===== src/design/assert_macros.svh =====
// ----------------------------------------------------------------------------
// assert_macros.svh
// Assertion helpers shared by the RTL; each checks on the rising clock edge
// and is quiet while reset is high.
// ----------------------------------------------------------------------------
`ifndef ASSERT_MACROS_SVH
`define ASSERT_MACROS_SVH

// A property that must hold at every clock edge outside reset.
`define GNKR_ASSERT(label, prop, msg) \
   label: assert property (@(posedge clock) disable iff (reset) (prop)) else $error(msg);

// An implication checked at every clock edge outside reset.
`define GNKR_ASSERT_IMPL(label, ante, cons, msg) \
   label: assert property (@(posedge clock) disable iff (reset) (ante) |-> (cons)) \
      else $error(msg);

`endif


===== src/design/gnkr_pkg.sv =====
// ----------------------------------------------------------------------------
// gnkr_pkg
// Types, codes and helper functions of the gamepad navigation key repeater.
// ----------------------------------------------------------------------------
package gnkr_pkg;

   typedef logic [2:0] dir_type;
   localparam dir_type DIR_NONE  = 3'd0;
   localparam dir_type DIR_UP    = 3'd1;
   localparam dir_type DIR_DOWN  = 3'd2;
   localparam dir_type DIR_LEFT  = 3'd3;
   localparam dir_type DIR_RIGHT = 3'd4;

   typedef logic [1:0] op_type;
   localparam op_type OP_PRESS   = 2'd0;
   localparam op_type OP_RELEASE = 2'd1;
   localparam op_type OP_POLL    = 2'd2;
   localparam op_type OP_RESUME  = 2'd3;

   typedef logic [3:0] btn_type;
   localparam btn_type BTN_A     = 4'd0;
   localparam btn_type BTN_B     = 4'd1;
   localparam btn_type BTN_X     = 4'd2;
   localparam btn_type BTN_Y     = 4'd3;
   localparam btn_type BTN_START = 4'd4;
   localparam btn_type BTN_UP    = 4'd5;
   localparam btn_type BTN_DOWN  = 4'd6;
   localparam btn_type BTN_LEFT  = 4'd7;
   localparam btn_type BTN_RIGHT = 4'd8;

   typedef logic [3:0] key_type;
   localparam key_type KC_UP     = 4'd0;
   localparam key_type KC_DOWN   = 4'd1;
   localparam key_type KC_LEFT   = 4'd2;
   localparam key_type KC_RIGHT  = 4'd3;
   localparam key_type KC_TAB    = 4'd4;
   localparam key_type KC_SPACE  = 4'd5;
   localparam key_type KC_ENTER  = 4'd6;
   localparam key_type KC_ESC    = 4'd7;
   localparam key_type KC_MENU   = 4'd8;
   localparam key_type KC_HANGUP = 4'd9;

   typedef logic [2:0] reg_idx_type;
   localparam reg_idx_type REG_UI_NAV_MODE   = 3'd0;
   localparam reg_idx_type REG_SWAP_FACE     = 3'd1;
   localparam reg_idx_type REG_PRESS_THR     = 3'd2;
   localparam reg_idx_type REG_RELEASE_THR   = 3'd3;
   localparam reg_idx_type REG_INIT_DELAY    = 3'd4;
   localparam reg_idx_type REG_START_IVL     = 3'd5;
   localparam reg_idx_type REG_MIN_IVL       = 3'd6;
   localparam reg_idx_type REG_IVL_STEP      = 3'd7;

   localparam logic [14:0] PRESS_THR_RST   = 15'd20000;
   localparam logic [14:0] RELEASE_THR_RST = 15'd12000;
   localparam logic [15:0] INIT_DELAY_RST  = 16'd400;
   localparam logic [15:0] START_IVL_RST   = 16'd100;
   localparam logic [15:0] MIN_IVL_RST     = 16'd50;
   localparam logic [15:0] IVL_STEP_RST    = 16'd10;

   localparam int MAX_PADS    = 4;
   localparam int QDEPTH      = 4;
   localparam int QCNT_W      = $clog2(QDEPTH + 1);
   localparam int QIDX_W      = $clog2(QDEPTH);
   localparam int REQ_DATA_W  = 168;
   localparam int RSP_DATA_W  = 8;
   localparam int PAD_BASE    = 40;
   localparam int PAD_STRIDE  = 32;

   // What one stick lane found for its pad.
   typedef struct packed {
      logic    keep;   // the held stick direction is still beyond release
      dir_type dir;    // direction past the press threshold, or none
   } lane_type;

   // One result item.
   typedef struct packed {
      key_type key_code;
      logic    shift_mod;
      logic    is_release;
      logic    auto_repeat;
      logic    last_of_run;
   } rsp_type;

   typedef struct packed {
      key_type key_code;
      logic    shift_mod;
   } keyshift_type;

   // Key and modifier sent for a direction.
   function automatic keyshift_type dir_key(input dir_type dir, input logic ui_nav);
      keyshift_type ks;
      ks.shift_mod = 1'b0;
      ks.key_code  = KC_UP;
      case (dir)
         DIR_UP: begin
            ks.key_code  = ui_nav ? KC_TAB : KC_UP;
            ks.shift_mod = ui_nav;
         end
         DIR_DOWN:  ks.key_code = ui_nav ? KC_TAB : KC_DOWN;
         DIR_LEFT:  ks.key_code = KC_LEFT;
         DIR_RIGHT: ks.key_code = KC_RIGHT;
         default:   ks.key_code = KC_UP;
      endcase
      return ks;
   endfunction

endpackage


===== src/design/gnkr_stick_lane.sv =====
// ----------------------------------------------------------------------------
// gnkr_stick_lane
// Qualifies one pad's left stick: dominant axis, press threshold, and the
// lower release threshold for a direction already held by stick.
// ----------------------------------------------------------------------------
module gnkr_stick_lane (
   input  logic signed [15:0]  pad_x,
   input  logic signed [15:0]  pad_y,
   input  logic [14:0]         press_thr,
   input  logic [14:0]         release_thr,
   input  gnkr_pkg::dir_type   held_dir,
   input  logic                held_by_stick,
   output gnkr_pkg::lane_type  lane_res
);

   logic signed [16:0] xs;
   logic signed [16:0] ys;
   logic signed [16:0] ax;
   logic signed [16:0] ay;
   logic signed [16:0] prs;
   logic signed [16:0] rls;
   logic               keep_hit;

   assign xs  = {pad_x[15], pad_x};
   assign ys  = {pad_y[15], pad_y};
   assign ax  = xs[16] ? -xs : xs;
   assign ay  = ys[16] ? -ys : ys;
   assign prs = {2'b00, press_thr};
   assign rls = {2'b00, release_thr};

   always_comb begin
      keep_hit = 1'b0;
      case (held_dir)
         gnkr_pkg::DIR_UP:    keep_hit = ys < -rls;
         gnkr_pkg::DIR_DOWN:  keep_hit = ys > rls;
         gnkr_pkg::DIR_LEFT:  keep_hit = xs < -rls;
         gnkr_pkg::DIR_RIGHT: keep_hit = xs > rls;
         default:             keep_hit = 1'b0;
      endcase
   end

   always_comb begin
      lane_res.keep = held_by_stick && keep_hit;
      lane_res.dir  = gnkr_pkg::DIR_NONE;
      if (ay >= ax) begin
         if (ys < -prs) begin
            lane_res.dir = gnkr_pkg::DIR_UP;
         end else if (ys > prs) begin
            lane_res.dir = gnkr_pkg::DIR_DOWN;
         end
      end else begin
         if (xs < -prs) begin
            lane_res.dir = gnkr_pkg::DIR_LEFT;
         end else if (xs > prs) begin
            lane_res.dir = gnkr_pkg::DIR_RIGHT;
         end
      end
   end

endmodule


===== src/design/gnkr_rsp_queue.sv =====
// ----------------------------------------------------------------------------
// gnkr_rsp_queue
// Small shifting result queue: takes up to two items per cycle from the
// control logic and hands one per cycle to the result channel while it is ready.
// ----------------------------------------------------------------------------
`include "assert_macros.svh"

module gnkr_rsp_queue (
   input  logic              clock,
   input  logic              reset,
   input  logic [1:0]        push_n,
   input  gnkr_pkg::rsp_type push_0,
   input  gnkr_pkg::rsp_type push_1,
   output logic              has_room,
   output logic              rsp_tvalid,
   input  logic              rsp_tready,
   output gnkr_pkg::rsp_type rsp_head
);

   gnkr_pkg::rsp_type                  q_ff [gnkr_pkg::QDEPTH];
   gnkr_pkg::rsp_type                  q_in [gnkr_pkg::QDEPTH];
   logic [gnkr_pkg::QCNT_W-1:0]        cnt_ff;
   logic [gnkr_pkg::QCNT_W-1:0]        cnt_in;
   logic [gnkr_pkg::QCNT_W-1:0]        cnt_kept;
   logic [gnkr_pkg::QIDX_W-1:0]        widx0;
   logic [gnkr_pkg::QIDX_W-1:0]        widx1;
   logic                               pop;

   // Room for a full pair is kept whenever an item is taken.
   assign has_room   = cnt_ff <= gnkr_pkg::QCNT_W'(gnkr_pkg::QDEPTH - 2);
   assign rsp_tvalid = cnt_ff != '0;
   assign rsp_head   = q_ff[0];
   assign pop        = rsp_tvalid && rsp_tready;
   assign cnt_kept   = cnt_ff - gnkr_pkg::QCNT_W'(pop);
   assign widx0      = cnt_kept[gnkr_pkg::QIDX_W-1:0];
   assign widx1      = widx0 + gnkr_pkg::QIDX_W'(1);
   assign cnt_in     = cnt_kept + gnkr_pkg::QCNT_W'(push_n);

   always_comb begin
      for (int i = 0; i < gnkr_pkg::QDEPTH - 1; i++) begin
         if (pop) begin
            q_in[i] = q_ff[i + 1];
         end else begin
            q_in[i] = q_ff[i];
         end
      end
      q_in[gnkr_pkg::QDEPTH - 1] = q_ff[gnkr_pkg::QDEPTH - 1];
      if (push_n != 2'd0) begin
         q_in[widx0] = push_0;
      end
      if (push_n == 2'd2) begin
         q_in[widx1] = push_1;
      end
   end

   always_ff @(posedge clock) begin
      if (reset) begin
         cnt_ff <= '0;
      end else begin
         cnt_ff <= cnt_in;
      end
   end

   always_ff @(posedge clock) begin
      q_ff <= q_in;
   end

   `GNKR_ASSERT(a_cnt_bound, cnt_ff <= gnkr_pkg::QCNT_W'(gnkr_pkg::QDEPTH), "queue overfilled")
   `GNKR_ASSERT_IMPL(a_push_room, push_n != 2'd0, has_room, "push into a full queue")

endmodule


===== src/design/gamepad_nav_key_repeater_core.sv =====
// ----------------------------------------------------------------------------
// gamepad_nav_key_repeater_core
// Gamepad button events and polls in, navigation key events out.
// ----------------------------------------------------------------------------
// Input items arrive on req_: tuser carries the operation (press, release,
// poll, resume), tdata the button, time, D-pad mask and stick samples.
// Result items leave on rsp_ with tlast on the final result of an item.
// Registers are written through csr_ (always ready); the user must write them
// only while the block is idle, which the block itself does not enforce.
// One stick lane per pad qualifies its stick in parallel; a merge stage picks
// the first pad that keeps or starts a direction. A four-entry result queue
// decouples the two sides; results leave on rsp_ one per cycle while the
// receiver is ready, and req_tready is high while at least two entries are
// free, so items with at most one result flow at one per cycle, and items
// with a key pair are limited by the result channel.
// A stalled receiver just fills the queue and then holds req_tready low.
// Reset empties the queue, clears the held direction and repeat state and
// loads the register defaults.
// ----------------------------------------------------------------------------
`include "assert_macros.svh"

module gamepad_nav_key_repeater_core #(
   parameter int NUM_PADS = 4
) (
   input  logic         clock,
   input  logic         reset,
   // req_tdata: button[3:0], now_ms[35:4], dpad_held[39:36], pad0_x[55:40],
   // pad0_y[71:56], pad1_x[87:72], pad1_y[103:88], pad2_x[119:104],
   // pad2_y[135:120], pad3_x[151:136], pad3_y[167:152]
   input  logic         req_tvalid,
   output logic         req_tready,
   input  logic [167:0] req_tdata,
   input  logic [1:0]   req_tuser,   // operation[1:0]
   // rsp_tdata: key_code[3:0], shift_mod[4], is_release[5], auto_repeat[6], zero[7]
   output logic         rsp_tvalid,
   input  logic         rsp_tready,
   output logic [7:0]   rsp_tdata,
   output logic         rsp_tlast,   // last_of_run
   input  logic         csr_valid,
   output logic         csr_ready,
   input  logic [2:0]   csr_index,
   input  logic [15:0]  csr_wdata
);

   // Configuration registers.
   logic        ui_nav_ff;
   logic        swap_face_ff;
   logic [14:0] press_thr_ff;
   logic [14:0] release_thr_ff;
   logic [15:0] init_delay_ff;
   logic [15:0] start_ivl_ff;
   logic [15:0] min_ivl_ff;
   logic [15:0] ivl_step_ff;

   // Hold and repeat state.
   gnkr_pkg::dir_type held_dir_ff, held_dir_in;
   logic              held_dpad_ff, held_dpad_in;
   logic [31:0]       hold_start_ff, hold_start_in;
   logic [31:0]       last_rep_ff, last_rep_in;
   logic [7:0]        rep_cnt_ff, rep_cnt_in;

   logic                 req_accept;
   gnkr_pkg::op_type     op;
   gnkr_pkg::btn_type    btn;
   gnkr_pkg::btn_type    btn_eff;
   logic [31:0]          now_ms;
   logic [3:0]           dpad_held;
   logic                 held_by_stick;
   gnkr_pkg::lane_type   lane_res [NUM_PADS];
   gnkr_pkg::dir_type    stick_dir;
   logic                 stick_found;
   gnkr_pkg::dir_type    held_eff;
   gnkr_pkg::dir_type    send_dir;
   gnkr_pkg::keyshift_type send_ks;
   logic                 send_pair;
   logic                 send_rep;
   logic                 go_repeat;
   logic [1:0]           dpad_bit;
   logic [23:0]          step_prod;
   logic signed [25:0]   ivl_raw;
   logic [15:0]          ivl_eff;
   logic [31:0]          since_hold;
   logic [31:0]          since_rep;
   logic [1:0]           push_n;
   gnkr_pkg::rsp_type    push_0;
   gnkr_pkg::rsp_type    push_1;
   logic                 has_room;
   gnkr_pkg::rsp_type    rsp_head;

   assign op        = req_tuser;
   assign btn       = req_tdata[3:0];
   assign now_ms    = req_tdata[35:4];
   assign dpad_held = req_tdata[39:36];
   assign req_tready = has_room;
   assign req_accept = req_tvalid && req_tready;
   assign csr_ready  = 1'b1;

   // ---------------------------------------------------------------- lanes
   assign held_by_stick = (held_dir_ff != gnkr_pkg::DIR_NONE) && !held_dpad_ff;

   for (genvar p = 0; p < NUM_PADS; p++) begin : g_lane
      gnkr_stick_lane u_lane (
         .pad_x         (req_tdata[gnkr_pkg::PAD_BASE + gnkr_pkg::PAD_STRIDE*p +: 16]),
         .pad_y         (req_tdata[gnkr_pkg::PAD_BASE + gnkr_pkg::PAD_STRIDE*p + 16 +: 16]),
         .press_thr     (press_thr_ff),
         .release_thr   (release_thr_ff),
         .held_dir      (held_dir_ff),
         .held_by_stick (held_by_stick),
         .lane_res      (lane_res[p])
      );
   end

   // The first pad that keeps the held direction or starts one wins.
   always_comb begin
      stick_dir   = gnkr_pkg::DIR_NONE;
      stick_found = 1'b0;
      for (int p = 0; p < NUM_PADS; p++) begin
         if (!stick_found) begin
            if (lane_res[p].keep) begin
               stick_dir   = held_dir_ff;
               stick_found = 1'b1;
            end else if (lane_res[p].dir != gnkr_pkg::DIR_NONE) begin
               stick_dir   = lane_res[p].dir;
               stick_found = 1'b1;
            end
         end
      end
   end

   // ------------------------------------------------------- repeat timing
   assign dpad_bit   = 2'(held_dir_ff - gnkr_pkg::dir_type'(1));
   assign step_prod  = rep_cnt_ff * ivl_step_ff;
   assign ivl_raw    = $signed({10'b0, start_ivl_ff}) - $signed({2'b0, step_prod});
   assign ivl_eff    = (ivl_raw < $signed({10'b0, min_ivl_ff})) ? min_ivl_ff : ivl_raw[15:0];
   assign since_hold = now_ms - hold_start_ff;
   assign since_rep  = now_ms - last_rep_ff;
   assign btn_eff    = (swap_face_ff && (btn <= gnkr_pkg::BTN_Y)) ? (btn ^ 4'd1) : btn;

   // ------------------------------------------------------ item handling
   always_comb begin
      held_dir_in   = held_dir_ff;
      held_dpad_in  = held_dpad_ff;
      hold_start_in = hold_start_ff;
      last_rep_in   = last_rep_ff;
      rep_cnt_in    = rep_cnt_ff;
      held_eff      = held_dir_ff;
      go_repeat     = 1'b0;
      send_pair     = 1'b0;
      send_rep      = 1'b0;
      send_dir      = gnkr_pkg::DIR_NONE;
      push_n        = 2'd0;
      push_0        = '0;
      if (req_accept) begin
         case (op)
            gnkr_pkg::OP_RESUME: begin
               held_dir_in = gnkr_pkg::DIR_NONE;
            end
            gnkr_pkg::OP_POLL: begin
               // A D-pad hold ends once its bit drops out of the mask.
               if ((held_dir_ff != gnkr_pkg::DIR_NONE) && held_dpad_ff &&
                   !dpad_held[dpad_bit]) begin
                  held_eff = gnkr_pkg::DIR_NONE;
               end
               held_dir_in = held_eff;
               go_repeat   = 1'b1;
               if (((held_eff == gnkr_pkg::DIR_NONE) || !held_dpad_ff) &&
                   (stick_dir != held_eff)) begin
                  go_repeat = 1'b0;
                  if (stick_dir == gnkr_pkg::DIR_NONE) begin
                     held_dir_in = gnkr_pkg::DIR_NONE;
                  end else begin
                     send_pair     = 1'b1;
                     send_dir      = stick_dir;
                     held_dir_in   = stick_dir;
                     held_dpad_in  = 1'b0;
                     hold_start_in = now_ms;
                     last_rep_in   = now_ms;
                     rep_cnt_in    = '0;
                  end
               end
               if (go_repeat && (held_eff != gnkr_pkg::DIR_NONE) &&
                   (since_hold >= {16'b0, init_delay_ff}) &&
                   (since_rep >= {16'b0, ivl_eff})) begin
                  send_pair   = 1'b1;
                  send_rep    = 1'b1;
                  send_dir    = held_eff;
                  last_rep_in = now_ms;
                  if (rep_cnt_ff != 8'hFF) begin
                     rep_cnt_in = rep_cnt_ff + 8'd1;
                  end
               end
            end
            default: begin
               push_0.is_release  = op[0];
               push_0.last_of_run = 1'b1;
               case (btn_eff)
                  gnkr_pkg::BTN_UP, gnkr_pkg::BTN_DOWN,
                  gnkr_pkg::BTN_LEFT, gnkr_pkg::BTN_RIGHT: begin
                     if (op == gnkr_pkg::OP_PRESS) begin
                        send_pair     = 1'b1;
                        send_dir      = 3'(btn_eff - 4'd4);
                        held_dir_in   = 3'(btn_eff - 4'd4);
                        held_dpad_in  = 1'b1;
                        hold_start_in = now_ms;
                        last_rep_in   = now_ms;
                        rep_cnt_in    = '0;
                     end
                  end
                  gnkr_pkg::BTN_A: begin
                     push_0.key_code = ui_nav_ff ? gnkr_pkg::KC_SPACE : gnkr_pkg::KC_ENTER;
                     push_n = 2'd1;
                  end
                  gnkr_pkg::BTN_B: begin
                     push_0.key_code = gnkr_pkg::KC_ESC;
                     push_n = 2'd1;
                  end
                  gnkr_pkg::BTN_X: begin
                     push_0.key_code = gnkr_pkg::KC_MENU;
                     push_n = 2'd1;
                  end
                  gnkr_pkg::BTN_Y, gnkr_pkg::BTN_START: begin
                     push_0.key_code = gnkr_pkg::KC_HANGUP;
                     push_n = 2'd1;
                  end
                  default: push_n = 2'd0;
               endcase
            end
         endcase
         // A direction key goes out as a press followed by a release.
         if (send_pair) begin
            push_n             = 2'd2;
            push_0.key_code    = send_ks.key_code;
            push_0.shift_mod   = send_ks.shift_mod;
            push_0.is_release  = 1'b0;
            push_0.auto_repeat = send_rep;
            push_0.last_of_run = 1'b0;
         end
      end
   end

   assign send_ks = gnkr_pkg::dir_key(send_dir, ui_nav_ff);

   always_comb begin
      push_1             = push_0;
      push_1.is_release  = 1'b1;
      push_1.last_of_run = 1'b1;
   end

   // ------------------------------------------------------------ registers
   always_ff @(posedge clock) begin
      if (reset) begin
         held_dir_ff   <= gnkr_pkg::DIR_NONE;
         held_dpad_ff  <= 1'b0;
         hold_start_ff <= '0;
         last_rep_ff   <= '0;
         rep_cnt_ff    <= '0;
      end else begin
         held_dir_ff   <= held_dir_in;
         held_dpad_ff  <= held_dpad_in;
         hold_start_ff <= hold_start_in;
         last_rep_ff   <= last_rep_in;
         rep_cnt_ff    <= rep_cnt_in;
      end
   end

   always_ff @(posedge clock) begin
      if (reset) begin
         ui_nav_ff      <= 1'b0;
         swap_face_ff   <= 1'b0;
         press_thr_ff   <= gnkr_pkg::PRESS_THR_RST;
         release_thr_ff <= gnkr_pkg::RELEASE_THR_RST;
         init_delay_ff  <= gnkr_pkg::INIT_DELAY_RST;
         start_ivl_ff   <= gnkr_pkg::START_IVL_RST;
         min_ivl_ff     <= gnkr_pkg::MIN_IVL_RST;
         ivl_step_ff    <= gnkr_pkg::IVL_STEP_RST;
      end else if (csr_valid && csr_ready) begin
         case (csr_index)
            gnkr_pkg::REG_UI_NAV_MODE: ui_nav_ff      <= csr_wdata[0];
            gnkr_pkg::REG_SWAP_FACE:   swap_face_ff   <= csr_wdata[0];
            gnkr_pkg::REG_PRESS_THR:   press_thr_ff   <= csr_wdata[14:0];
            gnkr_pkg::REG_RELEASE_THR: release_thr_ff <= csr_wdata[14:0];
            gnkr_pkg::REG_INIT_DELAY:  init_delay_ff  <= csr_wdata;
            gnkr_pkg::REG_START_IVL:   start_ivl_ff   <= csr_wdata;
            gnkr_pkg::REG_MIN_IVL:     min_ivl_ff     <= csr_wdata;
            gnkr_pkg::REG_IVL_STEP:    ivl_step_ff    <= csr_wdata;
            default: ;
         endcase
      end
   end

   // ---------------------------------------------------------- result queue
   gnkr_rsp_queue u_queue (
      .clock      (clock),
      .reset      (reset),
      .push_n     (push_n),
      .push_0     (push_0),
      .push_1     (push_1),
      .has_room   (has_room),
      .rsp_tvalid (rsp_tvalid),
      .rsp_tready (rsp_tready),
      .rsp_head   (rsp_head)
   );

   assign rsp_tdata = {1'b0, rsp_head.auto_repeat, rsp_head.is_release,
                       rsp_head.shift_mod, rsp_head.key_code};
   assign rsp_tlast = rsp_head.last_of_run;

   `GNKR_ASSERT(a_held_range, held_dir_ff <= gnkr_pkg::DIR_RIGHT, "held direction out of range")
   `GNKR_ASSERT_IMPL(a_rep_cnt_step, rep_cnt_ff != $past(rep_cnt_ff),
      (rep_cnt_ff == $past(rep_cnt_ff) + 8'd1) || (rep_cnt_ff == 8'd0),
      "repeat count moved other than by one or to zero")
   `GNKR_ASSERT_IMPL(a_no_push_idle, !req_accept, push_n == 2'd0,
      "results pushed without an accepted item")

endmodule

===== config.mk =====
export PLATFORM = sky130hd
export DESIGN_NAME = gamepad_nav_key_repeater_core
export DESIGN_NICKNAME = d
export VERILOG_FILES = /design/src/design/gnkr_pkg.sv /design/src/design/gnkr_stick_lane.sv /design/src/design/gnkr_rsp_queue.sv /design/src/design/gamepad_nav_key_repeater_core.sv
export VERILOG_INCLUDE_DIRS = /design/src /design/src/design
export SDC_FILE = /design/constraint.sdc
export NUM_CORES = 2
export LEC_CHECK = 0
export BUFFER_PORTS_ARGS = -buffer_cell sky130_fd_sc_hd__buf_2
export CORE_UTILIZATION = 60
export CTS_BUF_LIST = sky130_fd_sc_hd__clkbuf_4 sky130_fd_sc_hd__clkbuf_8
export DETAILED_ROUTE_END_ITERATION = 12
export HOLD_SLACK_MARGIN = 0.08
export PLACE_DENSITY_LB_ADDON = 0.3
export SETUP_SLACK_MARGIN = 0.5
export SYNTH_ARGS = -nofsm -noshare
export SYNTH_HDL_FRONTEND = slang
export SYNTH_SLANG_ARGS = --single-unit

===== constraint.sdc =====
create_clock -name clock -period 28.3 [get_ports clock]
set_clock_uncertainty 0.2 [all_clocks]
set_input_delay 2.83 -clock clock [delete_from_list [all_inputs] [get_ports clock]]
set_output_delay 2.83 -clock clock [all_outputs]
set_load 0.01 [all_outputs]

==> flow_metrics.py <==
metrics = {
    "run_status": {
        "status": "complete, no violations",
    },
    "routing": {
        "viasPerCell": 6.442,
        "first_iter_violations": 3042,
        "num_vias": 34520,
        "dr.pass1.iters": 6,
        "routedWlPerCell_um": 21.33,
        "drtAntennaViolNets": 0,
        "wirelength_um": 114300,
        "remaining_drc_errors": 0,
    },
    "synthesis": {
        "synth.area.top_cells": "ha_1 (27%), dfxtp_1 (12%), fa_1 (6.0%)",
        "ys_types": 99,
        "syn_inst": 4407,
        "synth.yosys.seq_area_share_pct": 12.09,
        "synth-warning-count": 0,
        "syn_area_per_cell_um2": 7.775,
        "synth_seq_cells": 207,
        "synthFlopType": "dfxtp_1",
        "synth_top_area_share_pct": 27.09,
        "yosysTopAreaCell": "ha_1",
        "async_flop_share_pct": 0,
        "synth_area_um2": 34270,
        "synth_edf_count": 0,
    },
    "setup_path": {
        "crit_slowest_cell": "dfxtp_1",
        "critPathTopFamily": "compound AO/OA/AOI/OAI gates",
        "cp_common_cell": "fa_1",
        "crit_path_start_kind": "register",
        "cp.required_ps": 28520,
        "cp.arrival_ps": 12600,
        "worstSetupEndpointType": "register",
        "cp_max_fo": 42,
        "crit_path_max_incr_delay_ps": 810,
        "cp.buffers_inverters": 5,
        "worstSetupPathType": "register to register",
    },
    "timing": {
        "setup_viol": 0,
        "period_needed_ps": 12380,
        "worst_pin_slew_ps": 1146,
        "rsz0062_at_grt": "false",
        "hold_viol_final": 0,
        "slew_viol_final": 0,
        "max_slew_margin_pct": 23.03,
        "finalCritPeriodShare_pct": 43.75,
        "fmax_mhz": 80.77,
        "fin_tns_setup_ps": 0,
    },
    "placed_design": {
        "dp_hpwl_um": 86080,
        "port_buffers": 203,
        "placedCellCount": 5294,
        "place_congestion": 1.003,
    },
    "layout": {
        "fill_cells": 5135,
        "final_common_cell": "ha_1",
        "final_cell_count_no_fill": 5359,
        "nets": 5615,
        "final_cell_mix": "ha_1 (742), nand2_1 (509), a21oi_1 (395)",
        "area_growth_pct": 7.646,
        "final_util_pct": 65.42,
        "drive_gt1_share_pct": 8.216,
    },
    "grt": {
        "grt_max_degree": 100,
        "grt_first_pass_wirelength_um": 175000,
        "grt_pass1_vias": 31890,
        "overflow": 0,
        "grt_use_total_pct": 38.65,
        "antenna_found_initial": 9,
    },
    "floorplanning": {
        "die_y_um": 241.0,
        "ios": 206,
        "rows": 87,
        "fp.coreArea_um2": 56390,
        "start_util_pct": 60.77,
        "die_w_um": 241.0,
        "die_area_um2": 58070,
    },
    "power_and_ir_drop": {
        "powerDensity_nw_per_um2": 36.06,
        "p_leak_nw": 16.69,
        "vdd_ir_drop_max_mv": 0.09136,
    },
    "cts": {
        "ctsHoldBuffers": 0,
        "cts.htree.levels": 2,
        "root_buffer": "clkbuf_8",
        "ctsResizeCount": 0,
        "cts.path.max_buffers": 3,
        "clk_pin_slew_ps": 60,
        "cts_tree": "built",
        "clock_latency_ps": 580,
        "clock-sinks": 207,
        "post_cts_buffers": 0,
        "cts_buffers": 36,
    },
    "flow_run": {
        "cap_violations": 0,
    },
    "min_path": {
        "hold_path_class": "register to register",
    },
}
## metal layers
metal | track usage (%) | vias up | share of wire (%)
met3 | 8.510 | 509 | 11
met5 | 0 | - | 0.080
met1 | 48.40 | 15950 | 40
li1 | - | 16310 | -
met2 | 60.13 | 1734 | 43
met4 | 24.28 | 14 | 7.3
## sequential cells by signal, indices dropped and copies added (netlist names), 8 cells and up
| register | count |
|---|---|
| u_queue.rsp_head | 8 |
| ivl_step_ff | 16 |
| min_ivl_ff | 16 |
| hold_start_ff | 32 |
| last_rep_ff | 32 |
| u_queue.q_ff | 24 |
| release_thr_ff | 15 |
| init_delay_ff | 16 |
| press_thr_ff | 15 |
| start_ivl_ff | 16 |
| rep_cnt_ff | 8 |
## synthesized netlist by cell type, types with 13 or more instances
| cell | count |
|---|---|
| a2111oi_0 | 15 |
| a211o_1 | 43 |
| a211oi_1 | 44 |
| a21o_1 | 94 |
| a21oi_1 | 395 |
| a31oi_1 | 34 |
| and2_1 | 83 |
| and3_1 | 42 |
| and4_1 | 13 |
| clkbuf_1 | 104 |
| dfxtp_1 | 207 |
| fa_1 | 103 |
| ha_1 | 742 |
| inv_1 | 384 |
| mux2i_1 | 59 |
| nand2_1 | 509 |
| nand2b_1 | 48 |
| nand3_1 | 122 |
| nand4_1 | 78 |
| nor2_1 | 268 |
| nor2b_1 | 68 |
| nor3_1 | 66 |
| nor4_1 | 34 |
| o2111ai_1 | 25 |
| o211ai_1 | 39 |
| o21a_1 | 46 |
| o21ai_0 | 172 |
| o21bai_1 | 15 |
| o31ai_1 | 48 |
| o41ai_1 | 13 |
| or2_2 | 14 |
| or3_1 | 33 |
| or4_1 | 27 |
| xnor2_1 | 103 |
| xor2_1 | 75 |
## logic make-up after synthesis
kind of cell	count (synthesis)	synth area share [%]
other	2	0.02192
DFF	207	12.09
buffers and inverters	515	5.817
AOI/OAI and AO/OA	1137	21.69
and+or+nand+nor	1461	20.86
adders and majority gates	845	33.11
muxes	62	1.855
xor gates and xnor gates	178	4.550
## worst register-to-register path: cells and delay by family (launching register included)
family          cells  cell delay, ps
compound gates     20            4560
fa+ha+maj           7            2900
simple gates        7            2100
buf+inv             5            1070
flops               1             810
mux                 2             390
xor+xnor            1             170
## final timing paths
path	startpoint	to	slack (ps)	cells past startpoint
setup reg to reg	rep_cnt_ff[3]	u_queue.q_ff[22]	15920	42
hold reg to reg	last_rep_ff[6]	last_rep_ff[6]	250	2
hold / removal	last_rep_ff[6]	last_rep_ff[6]	250	2
setup / recovery	rep_cnt_ff[3]	u_queue.q_ff[22]	15920	42
## through the flow
step / setup slack [ps] / area [µm²] / power [mW] / hold WS [ps]
after detailed placement: 16090 / 36130 / 1.020 / 246.3
after CTS: 16060 / 36880 / 1.319 / 255.0
final: 15920 / 36890 / 1.330 / 252.5
after global placement: 16340 / 36130 / 1.002 / 235.7
after floorplan: 17500 / 34300 / 0.8280 / 223.5
after global routing: 15220 / 36880 / 1.423 / 269.7
## report_power, final
| group | switching (mW) | total (mW) | internal [mW] |
|---|---|---|---|
| clock network | 0.138 | 0.296 | 0.158 |
| registers | 0.0212 | 0.347 | 0.326 |
| logic | 0.423 | 0.687 | 0.264 |
| total | 0.583 | 1.33 | 0.747 |
## final cells by class
cell class / count / area, µm² / share of cell area, %
multi-input combinational: 3693 / 28200 / 76.46
antenna: 2 / 5.005 / 0.01357
sequential: 207 / 4144 / 11.23
timing repair buffer: 251 / 1383 / 3.748
tap: 756 / 945.9 / 2.564
inverter: 387 / 1453 / 3.938
clock buffer: 54 / 693.2 / 1.879
clock inverter: 9 / 61.31 / 0.1662
Note: power is estimated with default switching activity, not from simulation.
